<file path="src/rtl/analog_axis_deadzone_curve_core_macros.svh">
// ---------------------------------------------------------------------------
// Assertion macros for the axis conditioning block
// Shared concurrent check forms; each use expects clk and rst_n in scope.
// ---------------------------------------------------------------------------
`ifndef ANALOG_AXIS_DEADZONE_CURVE_CORE_MACROS_SVH
`define ANALOG_AXIS_DEADZONE_CURVE_CORE_MACROS_SVH

// Same-cycle implication, checked outside reset
`define AADC_ASSERT_NOW(label, ante, cons, msg) \
    label: assert property (@(posedge clk) disable iff (!rst_n) (ante) |-> (cons)) \
        else $error(msg);

// Next-cycle implication, checked outside reset
`define AADC_ASSERT_NEXT(label, ante, cons, msg) \
    label: assert property (@(posedge clk) disable iff (!rst_n) (ante) |=> (cons)) \
        else $error(msg);

`endif

</file>
<file path="src/rtl/aadc_pkg.sv">
// ---------------------------------------------------------------------------
// aadc_pkg
// Types, constants and the curve constant table of the axis conditioner.
// ---------------------------------------------------------------------------
package aadc_pkg;

    localparam int AXIS_COUNT = 16;

    // Item operation codes
    localparam logic OP_SET   = 1'b0;
    localparam logic OP_EVENT = 1'b1;

    localparam int DIV_STEPS = 17;
    localparam int LOG_STEPS = 16;
    localparam int EXP_STEPS = 16;

    typedef logic [30:0] exp_tab_t [EXP_STEPS];

    typedef enum logic [3:0] {
        DP_NOP,
        DP_LOAD,
        DP_WRITE,
        DP_PASS,
        DP_ZERO,
        DP_SETUP,
        DP_DIV,
        DP_NORM,
        DP_LOG,
        DP_NLOG,
        DP_QMUL,
        DP_EXP,
        DP_CURVE,
        DP_SCALE
    } dp_op_t;

    typedef struct packed {
        dp_op_t     op;
        logic [4:0] step;
        logic       out_load;
    } ctrl_cmd_t;

    typedef struct packed {
        logic op;
        logic analog;
        logic pass;
        logic dead;
        logic norm_done;
    } dp_status_t;

    // Integer square root, bit by bit
    function automatic logic [63:0] isqrt64(input logic [63:0] v);
        logic [63:0] res;
        logic [63:0] rem;
        logic [63:0] bitv;
        res  = '0;
        rem  = v;
        bitv = 64'h4000_0000_0000_0000;
        for (int j = 0; j < 32; j++)
        begin
            if (rem >= res + bitv)
            begin
                rem = rem - res - bitv;
                res = (res >> 1) + bitv;
            end
            else
            begin
                res = res >> 1;
            end
            bitv = bitv >> 2;
        end
        return res;
    endfunction

    // Q30 factors 2^(-2^-i), i = 1..16, by repeated square roots of one half
    function automatic exp_tab_t exp_consts();
        exp_tab_t    t;
        logic [63:0] c;
        c = isqrt64(64'd1 << 59);
        for (int i = 0; i < EXP_STEPS; i++)
        begin
            t[i] = c[30:0];
            c    = isqrt64(c << 30);
        end
        return t;
    endfunction

    localparam exp_tab_t EXP_C = exp_consts();

endpackage

</file>
<file path="src/rtl/aadc_in_if.sv">
// ---------------------------------------------------------------------------
// aadc_in_if
// Input item channel: set items and raw axis events.
// ---------------------------------------------------------------------------
interface aadc_in_if;
    logic               valid;
    logic               ready;
    logic               op;
    logic [3:0]         axis_id;
    logic               is_analog;
    logic signed [15:0] raw_value;
    logic [15:0]        deadzone_in;
    logic [15:0]        exponent_in;
    logic [15:0]        sensitivity_in;
    logic               invert_in;

    modport source (
        output valid, op, axis_id, is_analog, raw_value, deadzone_in,
               exponent_in, sensitivity_in, invert_in,
        input  ready
    );
    modport sink (
        input  valid, op, axis_id, is_analog, raw_value, deadzone_in,
               exponent_in, sensitivity_in, invert_in,
        output ready
    );
endinterface

</file>
<file path="src/rtl/aadc_out_if.sv">
// ---------------------------------------------------------------------------
// aadc_out_if
// Result item channel: conditioned axis events.
// ---------------------------------------------------------------------------
interface aadc_out_if;
    logic               valid;
    logic               ready;
    logic [3:0]         axis_out;
    logic signed [15:0] raw_out;
    logic signed [23:0] conditioned_value;

    modport source (
        output valid, axis_out, raw_out, conditioned_value,
        input  ready
    );
    modport sink (
        input  valid, axis_out, raw_out, conditioned_value,
        output ready
    );
endinterface

</file>
<file path="src/rtl/aadc_dp.sv">
// ---------------------------------------------------------------------------
// aadc_dp
// Bias table, divider, log/exp stepping and output register of the conditioner.
// ---------------------------------------------------------------------------
module aadc_dp
    import aadc_pkg::*;
(
    input  logic               clk,
    input  logic               rst_n,
    input  ctrl_cmd_t          cmd,
    output dp_status_t         status,
    input  logic               op,
    input  logic [3:0]         axis_id,
    input  logic               is_analog,
    input  logic signed [15:0] raw_value,
    input  logic [15:0]        deadzone_in,
    input  logic [15:0]        exponent_in,
    input  logic [15:0]        sensitivity_in,
    input  logic               invert_in,
    output logic [3:0]         axis_out,
    output logic signed [15:0] raw_out,
    output logic signed [23:0] conditioned_value
);

    // Latched item
    logic               op_reg;
    logic [3:0]         axis_reg;
    logic               analog_reg;
    logic signed [15:0] raw_reg;
    logic [15:0]        dz_in_reg;
    logic [15:0]        ex_in_reg;
    logic [15:0]        sens_in_reg;
    logic               inv_in_reg;

    // Bias table
    logic        bias_valid_reg [AXIS_COUNT];
    logic [15:0] bias_dz_reg    [AXIS_COUNT];
    logic [15:0] bias_ex_reg    [AXIS_COUNT];
    logic [15:0] bias_sens_reg  [AXIS_COUNT];
    logic        bias_inv_reg   [AXIS_COUNT];

    // Work registers
    logic [17:0] rem_reg;
    logic [16:0] den_reg;
    logic [17:0] x_reg;
    logic [4:0]  k_reg;
    logic [15:0] frac_reg;
    logic [20:0] nlog_reg;
    logic [24:0] qv_reg;
    logic [30:0] mexp_reg;
    logic [16:0] curve_reg;
    logic [23:0] result_reg;

    // Output register
    logic [3:0]  axis_out_reg;
    logic [15:0] raw_out_reg;
    logic [23:0] cond_out_reg;

    logic               in_range;
    logic [15:0]        dz;
    logic signed [16:0] v;
    logic               neg;
    logic [16:0]        absv;
    logic [16:0]        m;
    logic [31:0]        mul_a;
    logic [31:0]        mul_b;
    logic [63:0]        prod;
    logic [17:0]        sq;
    logic [8:0]         qi;
    logic [30:0]        shifted;
    logic [24:0]        mag;
    logic [24:0]        mag_sat;
    logic [24:0]        mag_neg;

    // Look up the entry and fold the sample
    always_comb
    begin
        in_range = int'(axis_reg) < AXIS_COUNT;
        dz       = bias_dz_reg[axis_reg];
        v        = bias_inv_reg[axis_reg] ? -17'(raw_reg) : 17'(raw_reg);
        neg      = v[16];
        absv     = neg ? 17'(-v) : 17'(v);
        m        = {absv[15:0], 1'b0};
    end

    assign status.op        = op_reg;
    assign status.analog    = analog_reg;
    assign status.pass      = !(in_range && bias_valid_reg[axis_reg]);
    assign status.dead      = m <= {1'b0, dz};
    assign status.norm_done = x_reg[16];

    // Select operands of the shared multiplier
    always_comb
    begin
        mul_a = '0;
        mul_b = '0;
        case (cmd.op)
            DP_LOG:
            begin
                mul_a = 32'(x_reg[16:0]);
                mul_b = 32'(x_reg[16:0]);
            end
            DP_QMUL:
            begin
                mul_a = 32'(bias_ex_reg[axis_reg]);
                mul_b = 32'(nlog_reg);
            end
            DP_EXP:
            begin
                mul_a = 32'(mexp_reg);
                mul_b = 32'(EXP_C[cmd.step[3:0]]);
            end
            DP_SCALE:
            begin
                mul_a = 32'(curve_reg);
                mul_b = 32'(bias_sens_reg[axis_reg]);
            end
            default:
            begin
                mul_a = '0;
                mul_b = '0;
            end
        endcase
    end

    assign prod = 64'(mul_a) * 64'(mul_b);
    assign sq   = prod[33:16];

    // Curve shift and output saturation
    always_comb
    begin
        qi      = qv_reg[24:16];
        shifted = mexp_reg >> (5'(qi) + 5'd14);
        mag     = prod[33:9];
        if (neg)
        begin
            mag_sat = (mag > 25'd8388608) ? 25'd8388608 : mag;
        end
        else
        begin
            mag_sat = (mag > 25'd8388607) ? 25'd8388607 : mag;
        end
        mag_neg = -mag_sat;
    end

    // Capture the accepted item
    always_ff @(posedge clk)
    begin
        if (cmd.op == DP_LOAD)
        begin
            op_reg      <= op;
            axis_reg    <= axis_id;
            analog_reg  <= is_analog;
            raw_reg     <= raw_value;
            dz_in_reg   <= deadzone_in;
            ex_in_reg   <= exponent_in;
            sens_in_reg <= sensitivity_in;
            inv_in_reg  <= invert_in;
        end
    end

    // Entry valid bits
    always_ff @(posedge clk or negedge rst_n)
    begin
        if (!rst_n)
        begin
            for (int i = 0; i < AXIS_COUNT; i++)
            begin
                bias_valid_reg[i] <= 1'b0;
            end
        end
        else if (cmd.op == DP_WRITE && in_range)
        begin
            bias_valid_reg[axis_reg] <= 1'b1;
        end
    end

    // Entry payload
    always_ff @(posedge clk)
    begin
        if (cmd.op == DP_WRITE && in_range)
        begin
            bias_dz_reg[axis_reg]   <= dz_in_reg;
            bias_ex_reg[axis_reg]   <= ex_in_reg;
            bias_sens_reg[axis_reg] <= sens_in_reg;
            bias_inv_reg[axis_reg]  <= inv_in_reg;
        end
    end

    // Advance the arithmetic one step per command
    always_ff @(posedge clk)
    begin
        case (cmd.op)
            DP_PASS:
            begin
                result_reg <= 24'(raw_reg);
            end
            DP_ZERO:
            begin
                result_reg <= '0;
            end
            DP_SETUP:
            begin
                rem_reg  <= {1'b0, m - {1'b0, dz}};
                den_reg  <= 17'h10000 - {1'b0, dz};
                x_reg    <= '0;
                k_reg    <= '0;
                frac_reg <= '0;
            end
            DP_DIV:
            begin
                if (rem_reg >= {1'b0, den_reg})
                begin
                    rem_reg <= 18'(rem_reg - {1'b0, den_reg}) << 1;
                    x_reg   <= {x_reg[16:0], 1'b1};
                end
                else
                begin
                    rem_reg <= rem_reg << 1;
                    x_reg   <= {x_reg[16:0], 1'b0};
                end
            end
            DP_NORM:
            begin
                x_reg <= x_reg << 1;
                k_reg <= k_reg + 5'd1;
            end
            DP_LOG:
            begin
                if (sq[17])
                begin
                    x_reg    <= sq >> 1;
                    frac_reg <= {frac_reg[14:0], 1'b1};
                end
                else
                begin
                    x_reg    <= sq;
                    frac_reg <= {frac_reg[14:0], 1'b0};
                end
            end
            DP_NLOG:
            begin
                nlog_reg <= {k_reg, 16'h0000} - {5'd0, frac_reg};
            end
            DP_QMUL:
            begin
                qv_reg   <= prod[36:12];
                mexp_reg <= 31'h4000_0000;
            end
            DP_EXP:
            begin
                if (qv_reg[4'd15 - cmd.step[3:0]])
                begin
                    mexp_reg <= prod[60:30];
                end
            end
            DP_CURVE:
            begin
                curve_reg <= (qi >= 9'd17) ? 17'd0 : shifted[16:0];
            end
            DP_SCALE:
            begin
                result_reg <= neg ? mag_neg[23:0] : mag_sat[23:0];
            end
            default:
            begin
                result_reg <= result_reg;
            end
        endcase
    end

    // Hold the finished result for the receiver
    always_ff @(posedge clk)
    begin
        if (cmd.out_load)
        begin
            axis_out_reg <= axis_reg;
            raw_out_reg  <= raw_reg;
            cond_out_reg <= result_reg;
        end
    end

    assign axis_out          = axis_out_reg;
    assign raw_out           = raw_out_reg;
    assign conditioned_value = cond_out_reg;

endmodule

</file>
<file path="src/rtl/aadc_ctrl.sv">
// ---------------------------------------------------------------------------
// aadc_ctrl
// Sequencer of the conditioner: accepts items and steps the datapath.
// ---------------------------------------------------------------------------
`include "analog_axis_deadzone_curve_core_macros.svh"

module aadc_ctrl
    import aadc_pkg::*;
(
    input  logic       clk,
    input  logic       rst_n,
    input  logic       in_valid,
    output logic       in_ready,
    output logic       out_valid,
    input  logic       out_ready,
    input  dp_status_t status,
    output ctrl_cmd_t  cmd
);

    typedef enum logic [3:0] {
        ST_IDLE,
        ST_PREP,
        ST_DIV,
        ST_NORM,
        ST_LOG,
        ST_NLOG,
        ST_QMUL,
        ST_EXP,
        ST_CURVE,
        ST_SCALE,
        ST_FINISH
    } state_t;

    state_t     state_reg;
    state_t     state_next;
    logic [4:0] cnt_reg;
    logic [4:0] cnt_next;
    logic       out_valid_reg;
    logic       out_valid_next;

    // Decode commands and next state
    always_comb
    begin
        state_next   = state_reg;
        cnt_next     = cnt_reg;
        cmd.op       = DP_NOP;
        cmd.step     = cnt_reg;
        cmd.out_load = 1'b0;
        case (state_reg)
            ST_IDLE:
            begin
                if (in_valid)
                begin
                    cmd.op     = DP_LOAD;
                    state_next = ST_PREP;
                end
            end
            ST_PREP:
            begin
                if (status.op == OP_SET)
                begin
                    cmd.op     = DP_WRITE;
                    state_next = ST_IDLE;
                end
                else if (!status.analog)
                begin
                    state_next = ST_IDLE;
                end
                else if (status.pass)
                begin
                    cmd.op     = DP_PASS;
                    state_next = ST_FINISH;
                end
                else if (status.dead)
                begin
                    cmd.op     = DP_ZERO;
                    state_next = ST_FINISH;
                end
                else
                begin
                    cmd.op     = DP_SETUP;
                    cnt_next   = '0;
                    state_next = ST_DIV;
                end
            end
            ST_DIV:
            begin
                cmd.op   = DP_DIV;
                cnt_next = cnt_reg + 5'd1;
                if (cnt_reg == 5'(DIV_STEPS - 1))
                begin
                    state_next = ST_NORM;
                end
            end
            ST_NORM:
            begin
                if (status.norm_done)
                begin
                    cnt_next   = '0;
                    state_next = ST_LOG;
                end
                else
                begin
                    cmd.op = DP_NORM;
                end
            end
            ST_LOG:
            begin
                cmd.op   = DP_LOG;
                cnt_next = cnt_reg + 5'd1;
                if (cnt_reg == 5'(LOG_STEPS - 1))
                begin
                    state_next = ST_NLOG;
                end
            end
            ST_NLOG:
            begin
                cmd.op     = DP_NLOG;
                state_next = ST_QMUL;
            end
            ST_QMUL:
            begin
                cmd.op     = DP_QMUL;
                cnt_next   = '0;
                state_next = ST_EXP;
            end
            ST_EXP:
            begin
                cmd.op   = DP_EXP;
                cnt_next = cnt_reg + 5'd1;
                if (cnt_reg == 5'(EXP_STEPS - 1))
                begin
                    state_next = ST_CURVE;
                end
            end
            ST_CURVE:
            begin
                cmd.op     = DP_CURVE;
                state_next = ST_SCALE;
            end
            ST_SCALE:
            begin
                cmd.op     = DP_SCALE;
                state_next = ST_FINISH;
            end
            ST_FINISH:
            begin
                if (!out_valid_reg || out_ready)
                begin
                    cmd.out_load = 1'b1;
                    state_next   = ST_IDLE;
                end
            end
            default:
            begin
                state_next = ST_IDLE;
            end
        endcase
    end

    // Output valid: set on load, drop when taken
    always_comb
    begin
        if (cmd.out_load)
        begin
            out_valid_next = 1'b1;
        end
        else if (out_ready)
        begin
            out_valid_next = 1'b0;
        end
        else
        begin
            out_valid_next = out_valid_reg;
        end
    end

    // Hold state, counter and output valid
    always_ff @(posedge clk or negedge rst_n)
    begin
        if (!rst_n)
        begin
            state_reg     <= ST_IDLE;
            cnt_reg       <= '0;
            out_valid_reg <= 1'b0;
        end
        else
        begin
            state_reg     <= state_next;
            cnt_reg       <= cnt_next;
            out_valid_reg <= out_valid_next;
        end
    end

    assign in_ready  = (state_reg == ST_IDLE);
    assign out_valid = out_valid_reg;

    `AADC_ASSERT_NOW(a_no_overwrite, cmd.out_load, !out_valid_reg || out_ready, "result overwritten before taken")
    `AADC_ASSERT_NEXT(a_accept_prep, in_valid && in_ready, state_reg == ST_PREP, "accepted item not prepared")
    `AADC_ASSERT_NOW(a_div_bound, state_reg == ST_DIV, cnt_reg < 5'(DIV_STEPS), "divider step out of range")

endmodule

</file>
<file path="src/rtl/analog_axis_deadzone_curve_core.sv">
// ---------------------------------------------------------------------------
// analog_axis_deadzone_curve_core
// Per-axis deadzone, response curve and gain for analog controller samples.
// ---------------------------------------------------------------------------
// Usage:
//   cmd carries one item at a time. A set item writes the bias entry of its
//   axis and gives no result; a non-analog event is dropped. An analog event
//   gives one item on result: axis, raw sample and conditioned sample.
//   Pass-through and deadzone events set the result in the prepare state
//   and load it to the output from the finish state. A curved event runs
//   17 divider steps, up to 16 normalize shifts and a final check, 16 log
//   squarings and 16 exp multiplies, on one shared 32x32 multiplier and a
//   one-bit restoring divider.
//   The next item can be accepted in the cycle after the result is loaded;
//   cmd.ready is high only while no item is in work, so a new item is not
//   taken before the last one is through. Set and non-analog items return
//   to idle straight from the prepare state.
//   A finished result sits in the output register while the next item is
//   accepted and worked on; if the receiver stalls, the following result
//   waits in the datapath until the register is free.
//   Reset clears every axis entry (all axes pass raw) and empties the output.
// ---------------------------------------------------------------------------
module analog_axis_deadzone_curve_core
    import aadc_pkg::*;
(
    input logic        clk,
    input logic        rst_n,
    aadc_in_if.sink    cmd,
    aadc_out_if.source result
);

    ctrl_cmd_t  ctl;
    dp_status_t st;

    aadc_ctrl u_ctrl (
        .clk       (clk),
        .rst_n     (rst_n),
        .in_valid  (cmd.valid),
        .in_ready  (cmd.ready),
        .out_valid (result.valid),
        .out_ready (result.ready),
        .status    (st),
        .cmd       (ctl)
    );

    aadc_dp u_dp (
        .clk               (clk),
        .rst_n             (rst_n),
        .cmd               (ctl),
        .status            (st),
        .op                (cmd.op),
        .axis_id           (cmd.axis_id),
        .is_analog         (cmd.is_analog),
        .raw_value         (cmd.raw_value),
        .deadzone_in       (cmd.deadzone_in),
        .exponent_in       (cmd.exponent_in),
        .sensitivity_in    (cmd.sensitivity_in),
        .invert_in         (cmd.invert_in),
        .axis_out          (result.axis_out),
        .raw_out           (result.raw_out),
        .conditioned_value (result.conditioned_value)
    );

endmodule

</file>
<file path="src/flat_wrapper.sv">
// flat-port wrapper written by rule: the top's interface ports become plain ports
module analog_axis_deadzone_curve_core_flat import aadc_pkg::*;
  (clk, rst_n, cmd_valid, cmd_op, cmd_axis_id, cmd_is_analog, cmd_raw_value, cmd_deadzone_in, cmd_exponent_in, cmd_sensitivity_in, cmd_invert_in, cmd_ready, result_valid, result_axis_out, result_raw_out, result_conditioned_value, result_ready);
  aadc_in_if cmd_i ();
  aadc_out_if result_i ();
  input logic clk;
  input logic rst_n;
  input wire logic [$bits(cmd_i.valid)-1:0] cmd_valid;
  input wire logic [$bits(cmd_i.op)-1:0] cmd_op;
  input wire logic [$bits(cmd_i.axis_id)-1:0] cmd_axis_id;
  input wire logic [$bits(cmd_i.is_analog)-1:0] cmd_is_analog;
  input wire logic [$bits(cmd_i.raw_value)-1:0] cmd_raw_value;
  input wire logic [$bits(cmd_i.deadzone_in)-1:0] cmd_deadzone_in;
  input wire logic [$bits(cmd_i.exponent_in)-1:0] cmd_exponent_in;
  input wire logic [$bits(cmd_i.sensitivity_in)-1:0] cmd_sensitivity_in;
  input wire logic [$bits(cmd_i.invert_in)-1:0] cmd_invert_in;
  output wire logic [$bits(cmd_i.ready)-1:0] cmd_ready;
  output wire logic [$bits(result_i.valid)-1:0] result_valid;
  output wire logic [$bits(result_i.axis_out)-1:0] result_axis_out;
  output wire logic [$bits(result_i.raw_out)-1:0] result_raw_out;
  output wire logic [$bits(result_i.conditioned_value)-1:0] result_conditioned_value;
  input wire logic [$bits(result_i.ready)-1:0] result_ready;
  assign cmd_i.valid = cmd_valid;
  assign cmd_i.op = cmd_op;
  assign cmd_i.axis_id = cmd_axis_id;
  assign cmd_i.is_analog = cmd_is_analog;
  assign cmd_i.raw_value = cmd_raw_value;
  assign cmd_i.deadzone_in = cmd_deadzone_in;
  assign cmd_i.exponent_in = cmd_exponent_in;
  assign cmd_i.sensitivity_in = cmd_sensitivity_in;
  assign cmd_i.invert_in = cmd_invert_in;
  assign cmd_ready = cmd_i.ready;
  assign result_valid = result_i.valid;
  assign result_axis_out = result_i.axis_out;
  assign result_raw_out = result_i.raw_out;
  assign result_conditioned_value = result_i.conditioned_value;
  assign result_i.ready = result_ready;
  analog_axis_deadzone_curve_core u_core (.clk(clk), .rst_n(rst_n), .cmd(cmd_i), .result(result_i));
endmodule
</file>
<file path="config.mk">
export PLATFORM = sky130hd
export DESIGN_NAME = analog_axis_deadzone_curve_core_flat
export DESIGN_NICKNAME = d
export VERILOG_FILES = /design/src/rtl/aadc_pkg.sv /design/src/rtl/aadc_in_if.sv /design/src/rtl/aadc_out_if.sv /design/src/rtl/aadc_dp.sv /design/src/rtl/aadc_ctrl.sv /design/src/rtl/analog_axis_deadzone_curve_core.sv /design/src/flat_wrapper.sv
export VERILOG_INCLUDE_DIRS = /design/src /design/src/rtl
export SDC_FILE = /design/constraint.sdc
export NUM_CORES = 2
export LEC_CHECK = 0
export ABC_AREA = 1
export BUFFER_PORTS_ARGS = -buffer_cell sky130_fd_sc_hd__buf_2
export CORE_MARGIN = 2
export CORE_UTILIZATION = 53
export DETAILED_ROUTE_END_ITERATION = 10
export GPL_TIMING_DRIVEN = 0
export PLACE_DENSITY = 0.69
export SLEW_MARGIN = 10
export SYNTH_ARGS = -nofsm -noshare
export SYNTH_HDL_FRONTEND = slang
export SYNTH_HIERARCHICAL = 1
export SYNTH_SLANG_ARGS = --single-unit
</file>
<file path="constraint.sdc">
create_clock -name clk -period 39.7 [get_ports clk]
set_input_delay 3.97 -clock clk [delete_from_list [all_inputs] [get_ports clk]]
set_output_delay 3.97 -clock clk [all_outputs]
set_load 0.01 [all_outputs]
</file>
Word level (Yosys, flattened, before mapping) --
Memories as Yosys holds them, arrays and structs flattened. A register that Yosys moved wholly into a read port is not among the register bits. Index checks and enable logic that the tools add are counted.
Word-level totals: RAM bits 784, memory bits (read-only) 496, logic and storage cells 184, output and inout bits 46, bits of input ports 75, memories kept 5, bits in registers 332
Memories:
- (name not given) | words 16, bits a word 31, rd ports 1, clocked after memory_dff 0, wr ports 0, RTL line aadc_dp.sv:111 | mul_b = 32'(EXP_C[cmd.step[3:0]]);
- u_core.u_dp.bias_dz_reg | words 16, bits a word 16, rd ports 1, clocked after memory_dff 1, wr ports 1, RTL line aadc_dp.sv:37 | logic [15:0] bias_dz_reg [AXIS_COUNT];
- u_core.u_dp.bias_ex_reg | words 16, bits a word 16, rd ports 1, clocked after memory_dff 1, wr ports 1, RTL line aadc_dp.sv:38 | logic [15:0] bias_ex_reg [AXIS_COUNT];
- u_core.u_dp.bias_sens_reg | words 16, bits a word 16, rd ports 1, clocked after memory_dff 1, wr ports 1, RTL line aadc_dp.sv:39 | logic [15:0] bias_sens_reg [AXIS_COUNT];
- u_core.u_dp.bias_inv_reg | words 16, bits a word 1, rd ports 1, clocked after memory_dff 1, wr ports 1, RTL line aadc_dp.sv:40 | logic bias_inv_reg [AXIS_COUNT];
Operators by class: reduce and logical (&&, ||, !) cells 16, order comparisons 9, multipliers 1, bitwise gates (word level) 3, shift-type cells 1, equality and inequality tests 36, $add $sub $neg 11, multiplexer cells 62
Operators by type and width (number):
- $pmux W31 S4 | 2
- $mux W24 | 4
- $mux W31 | 3
- $pmux W24 S3 | 1
- $pmux W17 S4 | 1
- $pmux W31 S2 | 1
- $mul A31 B31 Y61 | 1
- $mux W4 | 14
- $pmux W4 S11 | 1
- $pmux W4 S10 | 1
- $eq A4 B4 Y1 const B | 9
- $pmux W18 S2 | 1
- $mux W17 | 2
- $eq A4 B3 Y1 const B | 8
- $pmux W16 S2 | 1
- $shr A31 B5 Y17 | 1
- $gt A25 B23 Y1 const B | 1
- $gt A25 B24 Y1 const B | 1
- $mux W5 | 5
- $neg A24 Y24 | 1
- $ne A2 B2 Y1 const B | 11
- $sub A21 B16 Y21 | 1
- $pmux W5 S4 | 1
- $ge A18 B17 Y1 | 1
- 36 further kinds | 66

Depth between registers and ports, before layout --
depth after elaboration 19, mapped depth 89, depth with buffers taken out 85

Modules after synthesis --
Netlist, hierarchy kept.
Modules (own cells, without submodules):
- aadc_dp | cells each 7861, seq. area each 33211.9 sq um, times used 1, area each 78494.0 sq um
- aadc_ctrl | cells each 121, seq. area each 250.2 sq um, times used 1, area each 805.8 sq um

Worst setup path after synthesis --
No wires, ideal clock.
path kind flip-flop to flip-flop, start register u_core.u_dp.raw_reg[0], end register u_core.u_dp.result_reg[18], data pin, period minus slack after synthesis 14.107 ns, buffers on the path 7, slack 25.593 ns, arrival 13.842 ns, stages on the path, launching flop included 82, required time 39.434 ns, setup time 0.266 ns, cells stage by stage edfxtp_1 inv_1 ha_1 inv_1 nor2_1 inv_1 nor2_1 nand4_1 nor2_1 nand2_1 nand2_1 nand2_1 o21ai_1 clkbuf_1 nor2_1 xor2_1 ha_1 a21oi_1 [... 46 more ...] nand2_1 nand2_1 inv_2 nand2_4 nand2_2 buf_4 clkbuf_1 o21ai_0 inv_1 ha_1 nand2_1 nand2_1 nand2_1 a21oi_2 buf_4 nand2_1 nor2_1 o21ai_1
RTL lines:
- from (decl) | RTL line aadc_dp.sv:29 | logic signed [15:0] raw_reg;
- from (signal assigned) | RTL line aadc_dp.sv:154 | raw_reg <= raw_value;
- to (signal assigned) | RTL line aadc_dp.sv:196 | result_reg <= 24'(raw_reg);
- to (signal assigned) | RTL line aadc_dp.sv:263 | result_reg <= neg ? mag_neg[23:0] : mag_sat[23:0];
- to (signal assigned) | RTL line aadc_dp.sv:267 | result_reg <= result_reg;
- to (decl) | RTL line aadc_dp.sv:52 | logic [23:0] result_reg;

==> flow_metrics.env <==
export IMPL_fin_nets=9466
export IMPL_setup_viol=0
export IMPL_syn_area_per_cell_sq_um=9.93
export IMPL_max_slew_margin_pct=4.71
export IMPL_area_delta_synth_final_pct=9.62
export IMPL_cts_hold_repair_buffers=0
export IMPL_cts_tree="done"
export IMPL_fin_util_pct=58.7
export IMPL_cp_max_fo=10
export IMPL_synthArstFlopShare_pct=2.32
export IMPL_grt_pass1_vias=61300
export IMPL_rsz0062_at_grt="no"
export IMPL_die_height_um=391
export IMPL_r2r_slack_ns=20.40
export IMPL_setup_slack_ns=20.40
export IMPL_slew_violations=0
export IMPL_rr_endpoint="u_core/u_dp/result_reg[12]"
export IMPL_io_pins=121
export IMPL_clk_latency_ns=0.72
export IMPL_avgRoutedWirePerCell_um=25.7
export IMPL_required_ns=40.13
export IMPL_synth_area_sq_um=79300
export IMPL_path_clk_slew_ns=0.06
export IMPL_syn_inst=7982
export IMPL_synth_net_count=9189
export IMPL_cts_setup_buffers=0
export IMPL_status="finished clean"
export IMPL_cts_sinks=1120
export IMPL_drv_cap=0
export IMPL_hold_viol_final=0
export IMPL_critPathKind="reg -> reg"
export IMPL_track_usage_pct=35.0
export IMPL_min_period_ns=19.30
export IMPL_dpl_hpwl_um=204000
export IMPL_yosysWarnings=6
export IMPL_rows=141
export IMPL_totalWireLength_um=264000
export IMPL_post_route_period_util_pct=48.6
export IMPL_ys_seq_area_share_pct=42.2
export IMPL_synth_flop_cell="edfxtp_1"
export IMPL_hold_class="reg -> reg"
export IMPL_worst_setup_path_start_kind="flip-flop"
export IMPL_drt_vias_per_instance=5.91
export IMPL_ys_seq_elements=1120
export IMPL_vias=60700
export IMPL_tns_ns=0
export IMPL_drive_gt1_share_pct=5.87
export IMPL_root_buffer="clkbuf_16"
export IMPL_cts_htree_levels=3
export IMPL_final_common_cell="inv_1"
export IMPL_final_cell_mix="inv_1 (1378), nand2_1 (1352), edfxtp_1 (1090)"
export IMPL_critPathMaxStageDelay_ns=0.91
export IMPL_synth_edff_count=1090
export IMPL_drt_iter0_drc=6828
export IMPL_place_worst_setup_slack_ns=20.96
export IMPL_r2r_cells=70
export IMPL_initial_core_util_pct=53.5
export IMPL_crit_end="u_core/u_dp/result_reg[12]"
export IMPL_max_freq_mhz=51.8
export IMPL_place_congestion=1.01
export IMPL_die_width_um=391
export IMPL_grt_ovfl_total=0
export IMPL_numCtsBuffers=106
export IMPL_antenna_found_initial=6
export IMPL_dieArea_sq_um=153000
export IMPL_worstMarginPinSlew_ns=1.43
export IMPL_finClkSkew_ns=0.0573
export IMPL_ys_types=75
export IMPL_fillers=12600
export IMPL_cp_data_arrival_time_ns=19.73
export IMPL_cts_resized_gates=0
export IMPL_core_area_sq_um=148000
export IMPL_numPortBuffers=120
export IMPL_drtAntennaViolNets=0
export IMPL_dr_pass1_iters=6
export IMPL_route_detailed_drc=0
export IMPL_grt_max_degree=45
export IMPL_cts_path_max_buffers=3
export IMPL_cp_end_kind="flip-flop"
export IMPL_slowest_stage="nor2_1"
export IMPL_grt_first_pass_wirelength_um=394000
cell families after synthesis:
logic type	count (synthesis)	synth area share [%]
multiplexers	25	0.317
AO/OA/AOI/OAI	1193	8.97
XOR/XNOR	98	1.13
adder cells (fa/ha/maj)	1132	25.5
AND/OR/NAND/NOR	2650	13.4
flip-flops	1120	42.2
buffers and inverters	1764	8.49
stage by stage:
step	area, sq um	hold slack, ns	cells
final	86900	0.424	10300
after global routing	86900	0.430	10300
after CTS	86900	0.425	10300
after detailed placement	83500	0.408	10100
after global placement	82300	0.406	10000
after floorplan	79300	0.400	7982
cells in the mapped netlist (4+ instances only):
library cell	n	area (sq um)
inv_2	16	60.1
a221oi_1	12	105
o211ai_1	68	510
a31oi_1	34	213
buf_4	15	113
a22oi_1	8	60.1
a311oi_1	6	52.6
buf_2	25	125
fa_1	809	16200
o221ai_1	135	1180
o21bai_1	6	45.0
buf_1	18	67.6
inv_1	1378	5170
xor2_1	70	613
mux2i_1	24	240
ha_1	323	4040
a21oi_1	186	931
a211oi_1	10	75.1
nand3b_1	7	52.6
dfrtp_1	26	651
nor3_1	32	160
edfxtp_1	1090	32700
nand4_1	28	175
o22ai_1	70	438
nor2_2	4	25.0
nand2_2	26	163
o21ai_1	16	80.1
nor2_1	954	3580
nand3_1	197	986
o21ai_0	593	2970
o31ai_1	9	67.6
xnor2_1	24	210
nand2_4	4	45.0
nor4_1	12	75.1
dfxtp_1	4	80.1
nor2_4	4	45.0
nand3_2	4	40.0
nand2_1	1352	5070
clkinv_1	12	45.0
o311ai_0	5	43.8
or2_2	16	100
clkbuf_1	295	1110
o21a_1	8	60.1
metal layers:
layer  global-route usage [%]  wire (um)  vias up
met5                        0         69        -
met4                     16.3      14300       10
met3                     6.64      25700      722
met2                     56.8     124000     3296
met1                     45.6      99800    30200
li1                         -          -    26500
area by class of cell:
| class | count | area (sq um) | area share [%] |
|---|---|---|---|
| multi-input combinational | 5098 | 39300 | 45.2 |
| antenna | 1 | 2.50 | 0.00288 |
| buffer | 356 | 1440 | 1.66 |
| clock inverter | 66 | 618 | 0.711 |
| sequential | 1120 | 33500 | 38.5 |
| clock buffer | 132 | 2800 | 3.22 |
| tap | 1930 | 2410 | 2.78 |
| timing repair buffer | 169 | 1640 | 1.88 |
| inverter | 1408 | 5290 | 6.09 |
worst max-delay path, delay by kind of cell (launching register included):
kind	cells	cell delay, ns
AOI/OAI and AO/OA	11	2.19
adders and majority gates	11	5.06
buffers and inverters	24	6.28
DFF	1	0.31
and+or+nand+nor	24	5.10
worst min-delay path by stage:
stage | from | to | slack [ns] | cells after the start
after floorplan | u_core/u_dp/result_reg[0] | u_core/u_dp/conditioned_value[0] | 0.40 | 0
final | u_core/u_dp/result_reg[5] | u_core/u_dp/conditioned_value[5] | 0.42 | 0
after global routing | u_core/u_dp/result_reg[20] | u_core/u_dp/conditioned_value[20] | 0.43 | 0
after detailed placement | u_core/u_dp/result_reg[6] | u_core/u_dp/conditioned_value[6] | 0.41 | 0
after CTS | u_core/u_dp/result_reg[5] | u_core/u_dp/conditioned_value[5] | 0.43 | 0
after global placement | u_core/u_dp/result_reg[22] | u_core/u_dp/conditioned_value[22] | 0.41 | 0
Power is not shown: default switching activity piles up to over one toggle a cycle in this logic, so the estimate is an artifact.
